--- src/design/m3asm_pkg.sv ---
// shared types and constants for the 3x3 matrix add / subtract / multiply unit
`default_nettype none

package m3asm_pkg;

    // result element width (two's complement, wraps beyond this)
    localparam int VALUE_WIDTH = 33;
    localparam int OP_WIDTH    = 2;

    // operation register codes
    typedef enum logic [OP_WIDTH-1:0] {
        OP_NONE = 2'd0,
        OP_ADD  = 2'd1,
        OP_SUB  = 2'd2,
        OP_MUL  = 2'd3
    } op_t;

    // one loaded matrix pair waiting for the compute side
    typedef struct packed {
        op_t op;
    } job_t;

    // job queue status seen by both sides
    typedef struct packed {
        logic valid;
        logic full;
    } q_status_t;

endpackage : m3asm_pkg

`default_nettype wire

--- src/design/m3asm_ram.sv ---
// generic single-write, single-read RAM with registered read data
`default_nettype none

module m3asm_ram #(
    parameter int WIDTH = 16,
    parameter int DEPTH = 32
) (
    input  wire                      clk,
    input  wire                      wr_en,
    input  wire  [$clog2(DEPTH)-1:0] wr_addr,
    input  wire  [WIDTH-1:0]         wr_data,
    input  wire                      rd_en,
    input  wire  [$clog2(DEPTH)-1:0] rd_addr,
    output logic [WIDTH-1:0]         rd_data
);

    logic [WIDTH-1:0] mem [DEPTH];

    // write port
    always_ff @(posedge clk)
    begin
        if (wr_en)
        begin
            mem[wr_addr] <= wr_data;
        end
    end

    // registered read port
    always_ff @(posedge clk)
    begin
        if (rd_en)
        begin
            rd_data <= mem[rd_addr];
        end
    end

endmodule : m3asm_ram

`default_nettype wire

--- src/design/m3asm_front.sv ---
// loader: takes elements, fills the current bank of A and B, queues a job per pair
`default_nettype none

module m3asm_front
    import m3asm_pkg::*;
#(
    parameter int DIM           = 3,
    parameter int ELEMENT_WIDTH = 16
) (
    input  wire                                 clk,
    input  wire                                 rst_n,
    input  wire                                 in_valid,
    output logic                                in_ready,
    input  wire  [ELEMENT_WIDTH-1:0]            element,
    input  wire                                 cfg_wr_en,
    input  wire  [OP_WIDTH-1:0]                 cfg_wr_data,
    input  wire  q_status_t                     q_status,
    output logic                                push,
    output job_t                                push_job,
    output logic                                wr_en_a,
    output logic                                wr_en_b,
    output logic [$clog2(DIM*DIM*2)-1:0]        wr_addr,
    output logic [ELEMENT_WIDTH-1:0]            wr_data,
    output logic                                wr_bank
);

    localparam int CELLS = DIM * DIM;
    localparam int IW    = $clog2(CELLS);
    localparam int LW    = $clog2(2 * CELLS);

    logic [LW-1:0] load_count_reg;
    logic [LW-1:0] load_count_next;
    logic          wr_bank_reg;
    logic          wr_bank_next;
    op_t           operation_reg;
    logic          accept;
    logic          in_b;
    logic [IW-1:0] cell_idx;

    // a bank is free unless both hold pending jobs
    assign in_ready = !q_status.full;
    assign accept   = in_valid && in_ready;

    // store address within the bank
    assign in_b     = (load_count_reg >= LW'(CELLS));
    assign cell_idx = in_b ? IW'(load_count_reg - LW'(CELLS)) : IW'(load_count_reg);
    assign wr_addr  = {wr_bank_reg, cell_idx};
    assign wr_data  = element;
    assign wr_en_a  = accept && !in_b;
    assign wr_en_b  = accept && in_b;
    assign wr_bank  = wr_bank_reg;

    // job issue on the final element of B
    assign push          = accept && (load_count_reg == LW'(2 * CELLS - 1));
    assign push_job.op   = operation_reg;

    // count and bank advance
    always_comb
    begin
        load_count_next = load_count_reg;
        wr_bank_next    = wr_bank_reg;
        if (push)
        begin
            load_count_next = '0;
            wr_bank_next    = !wr_bank_reg;
        end
        else if (accept)
        begin
            load_count_next = load_count_reg + LW'(1);
        end
    end

    always_ff @(posedge clk or negedge rst_n)
    begin
        if (!rst_n)
        begin
            load_count_reg <= '0;
            wr_bank_reg    <= 1'b0;
            operation_reg  <= OP_ADD;
        end
        else
        begin
            load_count_reg <= load_count_next;
            wr_bank_reg    <= wr_bank_next;
            if (cfg_wr_en)
            begin
                operation_reg <= op_t'(cfg_wr_data);
            end
        end
    end

endmodule : m3asm_front

`default_nettype wire

--- src/design/m3asm_queue.sv ---
// two-entry job queue, one entry per matrix bank
`default_nettype none

module m3asm_queue
    import m3asm_pkg::*;
(
    input  wire        clk,
    input  wire        rst_n,
    input  wire        push,
    input  wire job_t  push_job,
    input  wire        pop,
    output job_t       head_job,
    output q_status_t  status
);

    job_t       entry_reg [2];
    logic       wr_ptr_reg;
    logic       rd_ptr_reg;
    logic [1:0] count_reg;
    logic [1:0] count_next;

    assign head_job     = entry_reg[rd_ptr_reg];
    assign status.valid = (count_reg != 2'd0);
    assign status.full  = (count_reg == 2'd2);

    // occupancy
    always_comb
    begin
        count_next = count_reg;
        if (push && !pop)
        begin
            count_next = count_reg + 2'd1;
        end
        else if (pop && !push)
        begin
            count_next = count_reg - 2'd1;
        end
    end

    // entry storage
    always_ff @(posedge clk)
    begin
        if (push)
        begin
            entry_reg[wr_ptr_reg] <= push_job;
        end
    end

    always_ff @(posedge clk or negedge rst_n)
    begin
        if (!rst_n)
        begin
            wr_ptr_reg <= 1'b0;
            rd_ptr_reg <= 1'b0;
            count_reg  <= 2'd0;
        end
        else
        begin
            count_reg <= count_next;
            if (push)
            begin
                wr_ptr_reg <= !wr_ptr_reg;
            end
            if (pop)
            begin
                rd_ptr_reg <= !rd_ptr_reg;
            end
        end
    end

endmodule : m3asm_queue

`default_nettype wire

--- src/design/m3asm_back.sv ---
// compute engine: walks cells of the head job through read, multiply/add, accumulate
`default_nettype none

module m3asm_back
    import m3asm_pkg::*;
#(
    parameter int DIM           = 3,
    parameter int ELEMENT_WIDTH = 16
) (
    input  wire                                 clk,
    input  wire                                 rst_n,
    input  wire  q_status_t                     q_status,
    input  wire  job_t                          head_job,
    output logic                                pop,
    output logic                                rd_en,
    output logic [$clog2(DIM*DIM*2)-1:0]        rd_addr_a,
    output logic [$clog2(DIM*DIM*2)-1:0]        rd_addr_b,
    input  wire  [ELEMENT_WIDTH-1:0]            rd_data_a,
    input  wire  [ELEMENT_WIDTH-1:0]            rd_data_b,
    output logic                                rd_bank,
    output logic                                out_valid,
    input  wire                                 out_ready,
    output logic [VALUE_WIDTH-1:0]              out_value,
    output logic                                out_last
);

    localparam int CW = $clog2(DIM);
    localparam int IW = $clog2(DIM * DIM);

    typedef struct packed {
        logic valid;
        op_t  op;
        logic first;
        logic lastk;
        logic lastcell;
    } tag_t;

    logic                          en;
    logic                          issue;
    tag_t                          issue_tag;
    tag_t                          s1_reg;
    tag_t                          s2_reg;
    logic signed [VALUE_WIDTH-1:0] term_reg;
    logic signed [VALUE_WIDTH-1:0] term_next;
    logic signed [VALUE_WIDTH-1:0] acc_reg;
    logic signed [VALUE_WIDTH-1:0] acc_next;
    logic signed [VALUE_WIDTH-1:0] opd_a;
    logic signed [VALUE_WIDTH-1:0] opd_b;
    logic [CW-1:0]                 row_reg;
    logic [CW-1:0]                 col_reg;
    logic [CW-1:0]                 k_reg;
    logic [CW-1:0]                 row_next;
    logic [CW-1:0]                 col_next;
    logic [CW-1:0]                 k_next;
    logic                          rd_bank_reg;
    logic [IW-1:0]                 idx_a;
    logic [IW-1:0]                 idx_b;
    logic                          out_valid_reg;
    logic [VALUE_WIDTH-1:0]        out_value_reg;
    logic                          out_last_reg;

    // whole pipeline moves unless a finished result is stuck
    assign en    = !out_valid_reg || out_ready;
    assign issue = en && q_status.valid;

    // tags for the read being issued
    always_comb
    begin
        issue_tag.valid    = q_status.valid;
        issue_tag.op       = head_job.op;
        issue_tag.first    = (k_reg == '0);
        issue_tag.lastk    = (head_job.op != OP_MUL) || (k_reg == CW'(DIM - 1));
        issue_tag.lastcell = issue_tag.lastk && (row_reg == CW'(DIM - 1))
                             && (col_reg == CW'(DIM - 1));
    end

    // element addresses: row/k of A, k/col of B; same cell for add and subtract
    always_comb
    begin
        if (head_job.op == OP_MUL)
        begin
            idx_a = IW'(int'(row_reg) * DIM + int'(k_reg));
            idx_b = IW'(int'(k_reg) * DIM + int'(col_reg));
        end
        else
        begin
            idx_a = IW'(int'(row_reg) * DIM + int'(col_reg));
            idx_b = idx_a;
        end
    end

    assign rd_en     = en;
    assign rd_addr_a = {rd_bank_reg, idx_a};
    assign rd_addr_b = {rd_bank_reg, idx_b};
    assign rd_bank   = rd_bank_reg;
    assign pop       = issue && issue_tag.lastcell;

    // loop counters
    always_comb
    begin
        row_next = row_reg;
        col_next = col_reg;
        k_next   = k_reg;
        if (issue)
        begin
            if (!issue_tag.lastk)
            begin
                k_next = k_reg + CW'(1);
            end
            else
            begin
                k_next = '0;
                if (col_reg == CW'(DIM - 1))
                begin
                    col_next = '0;
                    row_next = (row_reg == CW'(DIM - 1)) ? '0 : row_reg + CW'(1);
                end
                else
                begin
                    col_next = col_reg + CW'(1);
                end
            end
        end
    end

    // one term: product, sum or difference, low bits kept
    assign opd_a = VALUE_WIDTH'($signed(rd_data_a));
    assign opd_b = VALUE_WIDTH'($signed(rd_data_b));

    always_comb
    begin
        case (s1_reg.op)
            OP_ADD:  term_next = opd_a + opd_b;
            OP_SUB:  term_next = opd_a - opd_b;
            OP_MUL:  term_next = opd_a * opd_b;
            default: term_next = '0;
        endcase
    end

    // accumulate over k
    assign acc_next = s2_reg.first ? term_reg : acc_reg + term_reg;

    // payload stages
    always_ff @(posedge clk)
    begin
        if (en)
        begin
            term_reg <= term_next;
            if (s2_reg.valid)
            begin
                acc_reg <= acc_next;
            end
            if (s2_reg.valid && s2_reg.lastk)
            begin
                out_value_reg <= acc_next;
                out_last_reg  <= s2_reg.lastcell;
            end
        end
    end

    // control stages
    always_ff @(posedge clk or negedge rst_n)
    begin
        if (!rst_n)
        begin
            s1_reg        <= '0;
            s2_reg        <= '0;
            row_reg       <= '0;
            col_reg       <= '0;
            k_reg         <= '0;
            rd_bank_reg   <= 1'b0;
            out_valid_reg <= 1'b0;
        end
        else
        begin
            row_reg <= row_next;
            col_reg <= col_next;
            k_reg   <= k_next;
            if (pop)
            begin
                rd_bank_reg <= !rd_bank_reg;
            end
            if (en)
            begin
                s1_reg        <= issue_tag;
                s2_reg        <= s1_reg;
                out_valid_reg <= s2_reg.valid && s2_reg.lastk;
            end
        end
    end

    assign out_valid = out_valid_reg;
    assign out_value = out_value_reg;
    assign out_last  = out_last_reg;

endmodule : m3asm_back

`default_nettype wire

--- src/design/matrix3_add_sub_mul_unit.sv ---
// Top level: DIM x DIM matrix add / subtract / multiply with double-banked operand stores.
// A job is queued on the final element of B; the engine then reads A and B, forms each term,
// accumulates over k and registers the result.
// Loading takes one element per accepted transfer; the single shared MAC works through one
// pair while another pair loads into the other bank.
// Reset: control, job queue and operation (add) cleared; operand stores are not cleared.
`default_nettype none

module matrix3_add_sub_mul_unit
    import m3asm_pkg::*;
#(
    parameter int DIM           = 3,
    parameter int ELEMENT_WIDTH = 16
) (
    input  wire                                     clk,
    input  wire                                     rst_n,
    input  wire                                     s_axis_tvalid,
    output logic                                    s_axis_tready,
    // element (bits ELEMENT_WIDTH-1:0), zero fill above
    input  wire  [((ELEMENT_WIDTH+7)/8)*8-1:0]      s_axis_tdata,
    output logic                                    m_axis_tvalid,
    input  wire                                     m_axis_tready,
    // value (bits 32:0), zero fill above
    output logic [((VALUE_WIDTH+7)/8)*8-1:0]        m_axis_tdata,
    output logic                                    m_axis_tlast,
    input  wire                                     cfg_wr_en,
    input  wire  [OP_WIDTH-1:0]                     cfg_wr_data
);

    localparam int AW = $clog2(DIM * DIM * 2);
    localparam int DW = ((VALUE_WIDTH + 7) / 8) * 8;

    q_status_t                q_status;
    job_t                     push_job;
    job_t                     head_job;
    logic                     push;
    logic                     pop;
    logic                     wr_en_a;
    logic                     wr_en_b;
    logic [AW-1:0]            wr_addr;
    logic [ELEMENT_WIDTH-1:0] wr_data;
    logic                     wr_bank;
    logic                     rd_en;
    logic [AW-1:0]            rd_addr_a;
    logic [AW-1:0]            rd_addr_b;
    logic [ELEMENT_WIDTH-1:0] rd_data_a;
    logic [ELEMENT_WIDTH-1:0] rd_data_b;
    logic                     rd_bank;
    logic [VALUE_WIDTH-1:0]   out_value;

    // loader
    m3asm_front #(
        .DIM           (DIM),
        .ELEMENT_WIDTH (ELEMENT_WIDTH)
    ) u_front (
        .clk         (clk),
        .rst_n       (rst_n),
        .in_valid    (s_axis_tvalid),
        .in_ready    (s_axis_tready),
        .element     (s_axis_tdata[ELEMENT_WIDTH-1:0]),
        .cfg_wr_en   (cfg_wr_en),
        .cfg_wr_data (cfg_wr_data),
        .q_status    (q_status),
        .push        (push),
        .push_job    (push_job),
        .wr_en_a     (wr_en_a),
        .wr_en_b     (wr_en_b),
        .wr_addr     (wr_addr),
        .wr_data     (wr_data),
        .wr_bank     (wr_bank)
    );

    // job queue
    m3asm_queue u_queue (
        .clk      (clk),
        .rst_n    (rst_n),
        .push     (push),
        .push_job (push_job),
        .pop      (pop),
        .head_job (head_job),
        .status   (q_status)
    );

    // operand stores, two banks each
    m3asm_ram #(
        .WIDTH (ELEMENT_WIDTH),
        .DEPTH (2 ** AW)
    ) u_ram_a (
        .clk     (clk),
        .wr_en   (wr_en_a),
        .wr_addr (wr_addr),
        .wr_data (wr_data),
        .rd_en   (rd_en),
        .rd_addr (rd_addr_a),
        .rd_data (rd_data_a)
    );

    m3asm_ram #(
        .WIDTH (ELEMENT_WIDTH),
        .DEPTH (2 ** AW)
    ) u_ram_b (
        .clk     (clk),
        .wr_en   (wr_en_b),
        .wr_addr (wr_addr),
        .wr_data (wr_data),
        .rd_en   (rd_en),
        .rd_addr (rd_addr_b),
        .rd_data (rd_data_b)
    );

    // compute engine
    m3asm_back #(
        .DIM           (DIM),
        .ELEMENT_WIDTH (ELEMENT_WIDTH)
    ) u_back (
        .clk       (clk),
        .rst_n     (rst_n),
        .q_status  (q_status),
        .head_job  (head_job),
        .pop       (pop),
        .rd_en     (rd_en),
        .rd_addr_a (rd_addr_a),
        .rd_addr_b (rd_addr_b),
        .rd_data_a (rd_data_a),
        .rd_data_b (rd_data_b),
        .rd_bank   (rd_bank),
        .out_valid (m_axis_tvalid),
        .out_ready (m_axis_tready),
        .out_value (out_value),
        .out_last  (m_axis_tlast)
    );

    assign m_axis_tdata = DW'(out_value);

    // loader never writes the bank the engine still reads
    a_bank_apart: assert property (@(posedge clk) disable iff (!rst_n)
        ((wr_en_a || wr_en_b) && q_status.valid) |-> (wr_bank != rd_bank))
        else $error("loader writes a bank with a pending job");

    // no job is queued while both banks are taken
    a_no_overflow: assert property (@(posedge clk) disable iff (!rst_n)
        (push && !pop) |-> !q_status.full)
        else $error("job queue overflow");

    // a finished pair frees its bank in the next cycle
    a_pop_frees: assert property (@(posedge clk) disable iff (!rst_n)
        (pop && !push) |=> !q_status.full)
        else $error("bank not released after last read");

endmodule : matrix3_add_sub_mul_unit

`default_nettype wire
--- config.mk ---
export PLATFORM = sky130hd
export DESIGN_NAME = matrix3_add_sub_mul_unit
export DESIGN_NICKNAME = d
export VERILOG_FILES = /design/src/design/m3asm_pkg.sv /design/src/design/m3asm_ram.sv /design/src/design/m3asm_front.sv /design/src/design/m3asm_queue.sv /design/src/design/m3asm_back.sv /design/src/design/matrix3_add_sub_mul_unit.sv
export SDC_FILE = /design/constraint.sdc
export NUM_CORES = 2
export LEC_CHECK = 0
export ABC_AREA = 1
export BUFFER_PORTS_ARGS = -buffer_cell sky130_fd_sc_hd__buf_4
export CORE_MARGIN = 2
export CORE_UTILIZATION = 45
export DETAILED_ROUTE_END_ITERATION = 16
export GPL_TIMING_DRIVEN = 0
export HOLD_SLACK_MARGIN = 0.03
export PLACE_DENSITY_LB_ADDON = 0.05
export SLEW_MARGIN = 25
export SYNTH_ARGS = -nofsm -noshare
export SYNTH_HDL_FRONTEND = slang
export SYNTH_HIERARCHICAL = 1
export SYNTH_SLANG_ARGS = --single-unit
--- constraint.sdc ---
create_clock -name clk -period 6.43 [get_ports clk]
set_input_delay 1.286 -clock clk [delete_from_list [all_inputs] [get_ports clk]]
set_output_delay 1.286 -clock clk [all_outputs]
set_load 0.02 [all_outputs]
==> reports/summary.txt <==
crit-path max FO: 10
Vias: 46190
CTS buffer count: 133
setup repair after global routing missed its margin: true
port bufs: 42
Period minus WS final: 6274 ps
final net count: 7041
count of final setup violators: 0
Largest stage delay, worst path: 560 ps
Die Y-Extent: 379.8 µm
share of cells above drive strength 1: 10.40%
Worst Setup Start Kind: flip-flop
critical path buffer and inverter count: 6
Seq/Total Area, Yosys: 55.94%
DR DRC count: 0
Register Area: 35560 µm²
fin util: 51.26%
Worst Path Arrival: 6740 ps
synth warn: 6
setup TNS: 0 ps
Slew Viols, Final: 0
CTS clk-pin slew, worst paths: 60 ps
Worst Path Required: 6900 ps
synth unique cells: 50
Clock Skews: 32.89 ps
CP top delay family: adder cells
FMAX: 159.4 MHz
largest registers: u_ram_a/mem: 512 flops, u_ram_b/mem: 512 flops
total grt overflow: 0
Reg2Reg Depth: 20
min setup slack post-route: 155.5 ps
CP Class: flip-flop to flip-flop
crit path cell chain: clkbuf_4, clkbuf_4, nand2_1, fa_1, fa_1, fa_1, inv_1, fa_1, fa_1, inv_1, fa_1, inv_1, ha_2, nand2_1, o21ai_1, inv_1, nand3_1, a21oi_1, o21ai_1, nand3_1
Clock Path Buffers: 3
clk root buf: clkbuf_16
most frequent CP cell: fa_1
wire per inst: 23.63 µm
H-tree Lvls: 4
CP endpoint kind: flip-flop
core area: 139900 µm²
Placer Congestion: 0.9597
pre-CTS setup slack: -813.2 ps
final critical-path share of the clock period: 97.58%
Vias/cell: 5.390
reg2reg end: u_back/term_reg[14]
CTS tree: done
CTS sink cnt: 1189
area of the mapped netlist: 63560 µm²
first drt pass iteration count: 6
number of antenna violations at the first check in global routing: 3
Overall Global Routing Usage: 27.87%
Final HPWL DP: 141400 µm
multi-input logic area: 23980 µm²
Diodes inserted: 0
Hold Crit Class: primary input to asynchronous set/reset pin
status: completed
area grow syn2layout: 12.81%
row count: 137
first-pass GRT wire length: 295200 µm
full die area: 144300 µm²
Max-slew headroom: 29.21%
r2r startpoint: u_ram_b/rd_data[1]
Hold Violations, Final: 0
Hold-fix buffers, CTS: 0
Post-Syn Instances: 6336
slew at the pin closest to its max-slew limit: 1062 ps
total wire length: 202400 µm
IO Count: 66
max-cap violation count: 0
pin count of the biggest net entering global routing: 65
clk_lat worst skew: 780 ps
FF-to-FF setup slack: 160 ps
initial detailed-routing violation count: 4637
fillcell total: 12870
initial core utilization: 45.44%
die width: 379.8 µm
mean post-synth cell area: 10.03 µm²
post-synthesis register bit count: 1189
post-route ant nets: 0
number of global-route vias before repair: 44370
CP max-delay cell: fa_1
## cell usage in the layout, fill, tap and decap left out, types with 111 or more instances in the layout
master / instances
nand2_1: 2189
edfxtp_1: 1159
nand3_1: 952
inv_1: 663
fa_1: 264
buf_4: 167
ha_1: 154
clkbuf_16: 135
nor2_1: 128
a21oi_1: 111
## metal layers
layer | global-route usage (%) | part of all wire, % | routed length, µm
met1 | 39.39 | 44 | 88390
met4 | 8.796 | 3.1 | 6365
met2 | 44.47 | 46 | 93730
met5 | 0 | 0.0064 | 13
met3 | 4.086 | 6.9 | 13950
## how the worst max path moves through the flow
stage                        start             endpoint  slack, ps  cells past startpoint
2_1_floorplan  u_ram_a/rd_data[15]  u_back/term_reg[31]        680                     23
3_3_place_gp    u_ram_b/rd_data[8]  u_back/term_reg[15]       -840                     21
3_5_place_dp    u_ram_b/rd_data[8]  u_back/term_reg[15]       -810                     21
4_1_cts        u_ram_a/rd_data[12]  u_back/term_reg[31]        0.4                     22
5_1_grt         u_ram_b/rd_data[4]  u_back/term_reg[17]        -10                     26
6_report        u_ram_b/rd_data[1]  u_back/term_reg[14]        160                     20
## timing repair
action,4_1_cts,5_1_grt
setup buffers,14,17
resized for setup,59,69
endpoints found under the setup margin,23,23
pin swaps,1,3
## per-stage QoR
step | std cells | area, µm² | hold slack [ps]
floorplan | 6342 | 63580 | 425.3
global placement | 8260 | 66240 | 453.8
detailed placement | 8298 | 67110 | 463.5
CTS | 8552 | 71440 | 439.7
global route | 8569 | 71700 | 470.1
finish | 8569 | 71700 | 466.4
## area by class of cell
class	count	area share [%]
flip-flops and latches	1189	49.59
multi-input cells	4172	33.45
clock buffers	174	4.958
inverters	675	3.548
well taps	1876	3.274
plain buffers	304	2.892
repair buffers	111	1.471
clock inverters	68	0.8219
## cell families (layout without fill, tap and decap cells)
group,Yosys count,in the layout,synth area share [%]
multiplexers,4,4,0.07087
XOR/XNOR,16,16,0.2205
AND/OR/NAND/NOR,3447,3447,22.68
flip-flops,1189,1189,55.94
AO/OA/AOI/OAI,266,266,2.292
adder cells (fa/ha/maj),432,432,11.68
other,1,7,0.005900
buffers and inverters,981,1332,7.109
## synth_stat cells (all sizes together)
library cell	instances	area share, %
nand2	2207	13
edfxtp	1159	55
nand3	956	7.6
inv	675	4.0
fa	269	8.5
buf	211	2.5
nor2	208	1.3
ha	163	3.2
a21oi	121	0.99
o21ai	109	0.86
clkbuf	95	0.56
dfrtp	29	1.1
nand4	28	0.28
nor3	16	0.13
or2	15	0.15
o21bai	12	0.14
a21boi	9	0.11
xnor2	9	0.12
nand3b	8	0.094
xor2	7	0.096
o211ai	5	0.067
mux2	4	0.071
a21o	3	0.035
and2	3	0.030
nor4	3	0.030
o21a	3	0.035
nand2b	2	0.020
a211oi	1	0.012
a22oi	1	0.012
a32o	1	0.016
and3	1	0.0098
conb	1	0.0059
dfstp	1	0.041
o221ai	1	0.014
## worst reg2reg max path: stages (launching register included)
cell,delay (ps)
edfxtp_1,460
clkbuf_4,260
clkbuf_4,260
nand2_1,110
fa_1,520
fa_1,490
fa_1,550
inv_1,50
fa_1,520
fa_1,560
inv_1,60
fa_1,530
inv_1,60
ha_2,410
nand2_1,170
o21ai_1,240
inv_1,80
nand3_1,140
a21oi_1,80
o21ai_1,240
nand3_1,210
Power is left out: the tool's default activity adds up to more than one toggle a clock period on the data nets, which glitch-free logic cannot reach.
